**config.mk**
```make
export PLATFORM = sky130hd
export DESIGN_NAME = hmte_ctrl
export DESIGN_NICKNAME = d
export VERILOG_FILES = /design/src/sv/hmte_pkg.sv /design/src/sv/hmte_ctrl.sv
export SDC_FILE = /design/constraint.sdc
export NUM_CORES = 1
export LEC_CHECK = 0
export ABC_AREA = 1
export ABC_CLOCK_PERIOD_IN_PS = 1200
export BUFFER_PORTS_ARGS = -buffer_cell sky130_fd_sc_hd__buf_2
export CORE_AREA = 2 2 39 41
export CTS_BUF_LIST = sky130_fd_sc_hd__clkbuf_8 sky130_fd_sc_hd__clkbuf_16
export CTS_CLUSTER_SIZE = 28
export DETAILED_ROUTE_END_ITERATION = 16
export DIE_AREA = 0 0 41 43
export PLACE_DENSITY = 0.64
export SETUP_SLACK_MARGIN = 0.02
export SYNTH_ARGS = -nofsm -noshare
export SYNTH_HDL_FRONTEND = slang
export SYNTH_SLANG_ARGS = --single-unit
export TNS_END_PERCENT = 30
```
**constraint.sdc**
```tcl
create_clock -name clk -period 1.2 [get_ports clk]
set_clock_uncertainty 0.15 [all_clocks]
set_input_delay 0.12 -clock clk [delete_from_list [all_inputs] [get_ports clk]]
set_output_delay 0.12 -clock clk [all_outputs]
set_load 0.005 [all_outputs]
```
**src/sv/hmte_pkg.sv**
```systemverilog
// ----------------------------------------------------------------------------
// hmte_pkg - shared types and constants of the matrix transform engine
// Word type, opcode codes, result kinds and the controller/datapath bundles.
// ----------------------------------------------------------------------------
package hmte_pkg;

	localparam int WORD_W            = 32;
	localparam int DIM               = 4;
	localparam int IDX_W             = 2;
	localparam int OPC_W             = 3;
	localparam int DEFAULT_FRAC_BITS = 16;

	typedef logic signed [WORD_W-1:0] word_t;
	typedef logic [IDX_W-1:0]         idx_t;

	// operation codes of an input item
	typedef enum logic [OPC_W-1:0] {
		OP_IDENTITY = 3'd0,
		OP_LOAD     = 3'd1,
		OP_COMPOSE  = 3'd2,
		OP_POINT    = 3'd3,
		OP_READ     = 3'd4
	} opcode_t;

	// result kind codes
	localparam logic KIND_POINT = 1'b0;
	localparam logic KIND_ELEM  = 1'b1;

	// commands from controller to datapath
	typedef struct packed {
		logic capture;    // latch the accepted item
		logic identity;   // current matrix back to identity
		logic load;       // write one operand element
		logic mul_en;     // issue one multiply step
		idx_t step;       // step within a row or point pass
		logic src_point;  // multiply point coordinates, not a current row
		idx_t row;        // current row under compose
		logic rd_item;    // read the current row named by the item
		logic wr_row;     // write back a composed row
		logic wr_point;   // load the output register with a point
		logic wr_elem;    // load the output register with an element
	} cmd_t;

	// status from datapath to controller
	typedef struct packed {
		logic out_free;   // output register can take a result this cycle
	} status_t;

endpackage

```
**src/sv/hmte_ctrl.sv**
```systemverilog
// ----------------------------------------------------------------------------
// hmte_ctrl - controller of the matrix transform engine
// Decodes accepted items and sequences multiply steps, row write-back and
// result hand-off to the datapath.
// ----------------------------------------------------------------------------
module hmte_ctrl (
	input  logic                    clk,
	input  logic                    arst_n,
	input  logic                    valid,
	input  logic [2:0]              opcode,
	output logic                    ready,
	output hmte_pkg::cmd_t          cmd,
	input  hmte_pkg::status_t       status
);

	typedef enum logic [1:0] {
		S_IDLE,
		S_MUL,
		S_FIN,
		S_READ
	} state_t;

	state_t           state_q;
	hmte_pkg::idx_t   step_q;
	hmte_pkg::idx_t   row_q;
	logic             is_point_q;
	logic             accept;
	hmte_pkg::opcode_t op;

	assign ready  = (state_q == S_IDLE);
	assign accept = valid && ready;
	assign op     = hmte_pkg::opcode_t'(opcode);

	// command decode
	always_comb begin
		cmd           = '0;
		cmd.capture   = accept;
		cmd.identity  = accept && (op == hmte_pkg::OP_IDENTITY);
		cmd.load      = accept && (op == hmte_pkg::OP_LOAD);
		cmd.mul_en    = (state_q == S_MUL);
		cmd.step      = step_q;
		cmd.src_point = is_point_q;
		cmd.row       = row_q;
		cmd.rd_item   = (state_q == S_READ);
		cmd.wr_row    = (state_q == S_FIN) && !is_point_q;
		cmd.wr_point  = (state_q == S_FIN) && is_point_q && status.out_free;
		cmd.wr_elem   = (state_q == S_READ) && status.out_free;
	end

	// sequencer
	always_ff @(posedge clk or negedge arst_n) begin
		if (!arst_n) begin
			state_q    <= S_IDLE;
			step_q     <= '0;
			row_q      <= '0;
			is_point_q <= 1'b0;
		end else begin
			unique case (state_q)
				S_IDLE: begin
					if (accept) begin
						step_q <= '0;
						row_q  <= '0;
						unique case (op)
							hmte_pkg::OP_COMPOSE: begin
								state_q    <= S_MUL;
								is_point_q <= 1'b0;
							end
							hmte_pkg::OP_POINT: begin
								state_q    <= S_MUL;
								is_point_q <= 1'b1;
							end
							hmte_pkg::OP_READ: begin
								state_q <= S_READ;
							end
							default: begin
								state_q <= S_IDLE;
							end
						endcase
					end
				end
				S_MUL: begin
					step_q <= step_q + hmte_pkg::idx_t'(1);
					if (step_q == hmte_pkg::idx_t'(hmte_pkg::DIM - 1)) begin
						state_q <= S_FIN;
					end
				end
				S_FIN: begin
					if (is_point_q) begin
						if (status.out_free) begin
							state_q <= S_IDLE;
						end
					end else if (row_q == hmte_pkg::idx_t'(hmte_pkg::DIM - 1)) begin
						state_q <= S_IDLE;
					end else begin
						row_q   <= row_q + hmte_pkg::idx_t'(1);
						step_q  <= '0;
						state_q <= S_MUL;
					end
				end
				S_READ: begin
					if (status.out_free) begin
						state_q <= S_IDLE;
					end
				end
				default: begin
					state_q <= S_IDLE;
				end
			endcase
		end
	end

	// at most one write-back per cycle
	assert property (@(posedge clk) disable iff (!arst_n)
		$onehot0({cmd.wr_row, cmd.wr_point, cmd.wr_elem}))
		else $error("hmte_ctrl: conflicting write-back commands");

	// a compose starts at row zero, step zero
	assert property (@(posedge clk) disable iff (!arst_n)
		(accept && op == hmte_pkg::OP_COMPOSE) |=>
		(state_q == S_MUL && step_q == '0 && row_q == '0 && !is_point_q))
		else $error("hmte_ctrl: compose did not start at row zero");

	// the last multiply step is followed by the finish cycle
	assert property (@(posedge clk) disable iff (!arst_n)
		(state_q == S_MUL && step_q == hmte_pkg::idx_t'(hmte_pkg::DIM - 1)) |=>
		(state_q == S_FIN))
		else $error("hmte_ctrl: missing finish after last step");

	// compose ends after the last row is written
	assert property (@(posedge clk) disable iff (!arst_n)
		(cmd.wr_row && row_q == hmte_pkg::idx_t'(hmte_pkg::DIM - 1)) |=>
		(state_q == S_IDLE))
		else $error("hmte_ctrl: compose ran past the last row");

endmodule

```
==> flow_summary.yaml <==
setup_path:
  crit_fanout: 4
  critPathCaptureType: "output pin"
  worstPathRequired_ns: 0.93
  cp_top_family: "flip-flops"
  crit_path_max_incr_delay_ns: 0.43
  path_buf_inv: 2
  crit_path_frequent_cell: "nand2_2"
  crit_type: "reg2out"
  slowest_stage: "dfrtp_2"
  cp_data_arrival_time_ns: 1.19
  cp_cell_sequence: "nor2_4 -> nand2_2 -> inv_2 -> nand2_2 -> nor3_2 -> buf_2"
  r2r_setup_slack_ns: -0.09
  critPathLaunchType: "flip-flop"
clock_network:
  cts_tree: "built"
  cts_root_buf: "clkbuf_8"
  cts_sinks: 7
  cts_buffer_depth: 2
  clk_pin_slew_ns: 0.04
  clock_latency_ns: 0.22
  numCtsBuffers: 3
  htree_levels: 1
place:
  dpl_worst_slack_ns: -0.04136
  dp_hpwl_um: 959.1
  gp_congestion: 0.7484
  dp.cells: 114
  portBuffers: 20
detailed_routing:
  vias: 548
  drt_iter0_markers: 3
  drc: 0
  wl_um: 1187
  post_drt_wl_per_cell_um: 9.650
  drt_pre_antenna_iters: 4
  viasPerCell: 4.455
  ant_nets: 0
logic_synthesis:
  synth.area.top_cells: "dfrtp_1 (36%), nand2_1 (16%), inv_1 (7.6%)"
  yosysMostFrequentCell: "nand2_1"
  synth_ff_type: "dfrtp_1"
  netlist_instances: 71
  ys_ff_latch: 7
  synthDistinctLibCells: 17
  avgSynthCellArea_um2: 6.943
  synthesis.nets: 80
  synth_edf_count: 0
  synth_top_family_by_area: "simple AND/OR/NAND/NOR gates"
  synthTopCellsByCount: "nand2_1 (21), inv_1 (10), dfrtp_1 (7), nand3_1 (7)"
  synth_adder_area_share_pct: 5.076
  ys_warn_count: 0
  syn-cell-area_um2: 493.0
  synthXorXnorAreaFrac_pct: 0
  yosys.area.top_type_share_pct: 35.53
  synthArstFlopShare_pct: 100.0
  synth_compound_area_share_pct: 4.061
  synthSimpleGateAreaFrac_pct: 42.39
  synthMuxAreaShare_pct: 0
  ys_seq_area_share_pct: 35.53
  yosys.area.top_type: "dfrtp_1"
floorplan:
  rows: 14
  dieArea_um2: 1763
  start_util_pct: 35.62
  die_w_um: 41
  die_h_um: 43
  io_pins: 21
  core-area_um2: 1384
sta:
  post-route-min-period_ns: 1.463
  slew_viol_final: 0
  fin_ws_ns: -0.2629
  min_period_over_period_pct: 121.9
  relSlewSlack_pct: 83.57
  whs_ns: 0.006509
  fmax_mhz: 683.6
  tightest_slew_ns: 0.2464
  rsz0062_at_grt: "yes"
  hold_viol_final: 0
  setup_viol: 15
power:
  ir_drop_v: 0.001130
  p_leak_uw: 0.0004705
  p_per_area_nw_per_um2: 2359
grt:
  grt_use_met3_pct: 3.141
  overflow: 0
  grt_util_all_layers_pct: 15.99
  grt_max_degree: 8
  busiest_layer: "met2"
  grt_pass1_vias: 518
  antenna_found_initial: 0
  grt_util_met1_pct: 21.12
  grt_util_met2_pct: 24.69
  grt_pass1_wl_um: 1980
hold_path:
  worstHoldPathType: "in2reg"
final_layout:
  layoutNonFillerInstCount: 123
  finish.utilization_pct: 57.41
  fill_cells: 139
  n_antenna_cell: 0
  drive_gt1_share_pct: 52.34
  final_nets: 117
  area_growth_pct: 61.17
outcome:
  violations: "setup timing"
  status: "complete, but fails checks"
flow_run:
  cap_violations: 0
==> sequential cells by signal (all words and copies together) (netlist names) <==
register,count
state_q,2
row_q,2
is_point_q,1
step_q,2
==> layout by cell type, fill, tap and decap left out <==
cell and instances:
nand4_1 1, nand3_2 1, nor2_1 4, nand2_1 19, dfrtp_2 2, buf_4 12, ha_2 1, nand2_2 5
nand3_1 6, o21ai_2 1, a21oi_1 1, dlygate4sd3_1 1, nor2_2 1, buf_6 1, inv_2 3, nor2_4 2
ha_1 1, inv_1 11, buf_2 20, nand2_4 1, o21ai_1 2, nor3_2 2, dfrtp_1 5, clkbuf_8 3
nor3_4 1
==> metal layers <==
layer / part of all wire, % / wire length, um
met5: 0 / 0
met4: 0 / 0
met3: 3.6 / 43
met2: 53 / 624
met1: 44 / 519
==> worst reg2reg max path, cell delays in order (launching register included) <==
cell and delay (ns):
dfrtp_2 0.43, nor2_4 0.14, nand2_2 0.07, buf_4 0.12, buf_4 0.12, nand3_1 0.07
nand2_1 0.06
==> worst paths after layout <==
kind / depth (start not counted) / endpoint / start
max: 6 / cmd[10] / state_q[0]$_DFFE_PN0P_
min in group asynchronous: 2 / step_q[1]$_DFFE_PN0P_ / arst_n
max in group asynchronous: 2 / state_q[0]$_DFFE_PN0P_ / arst_n
min reg2reg: 2 / step_q[1]$_DFFE_PN0P_ / step_q[1]$_DFFE_PN0P_
min: 3 / is_point_q$_DFFE_PN0P_ / opcode[0]
max reg2reg: 6 / row_q[1]$_DFFE_PN0P_ / state_q[0]$_DFFE_PN0P_
==> metrics by stage <==
stage / TNS [ns] / total power, uW / area [um2]
final: -2.240 / 1874 / 794.5
after global routing: -3.158 / 2046 / 794.5
after CTS: -2.114 / 1806 / 772.0
after detailed placement: -0.09226 / 1357 / 669.4
after global placement: -0.04414 / 1329 / 669.4
after floorplan: -0.01423 / 955.7 / 496.7
==> timing repair <==
item / 4_1_cts / 5_1_grt
endpoints found under the hold margin: 7 / 0
hold buffers: 1 / 0
pin swaps: 3 / 6
endpoints found under the setup margin: 15 / 16
setup buffers: 2 / 2
gates resized for setup: 9 / 2
==> cell type report <==
| type | count | area, um2 | area share [%] |
|---|---|---|---|
| Inverter | 13 | 48.80 | 6.142 |
| Timing Repair Buffer | 34 | 211.5 | 26.61 |
| Clock inverter | 1 | 3.754 | 0.4724 |
| Tap cell | 16 | 20.02 | 2.520 |
| Clock buffer | 3 | 41.29 | 5.197 |
| Multi-Input combinational cell | 49 | 291.5 | 36.69 |
| Sequential cell | 7 | 177.7 | 22.36 |
==> report_power, final <==
part | leakage (uW) | switching [uW] | internal, uW
Combinational | 0.000358 | 543 | 546
Clock | 0.0000269 | 99.4 | 221
Sequential | 0.0000861 | 120 | 345
==> cell families after synthesis <==
group | Yosys count
AND/OR/NAND/NOR | 43
buffers and inverters | 15
flip-flops | 7
AO/OA/AOI/OAI | 4
adder cells (fa/ha/maj) | 2
(Power assumes the default switching activity.)
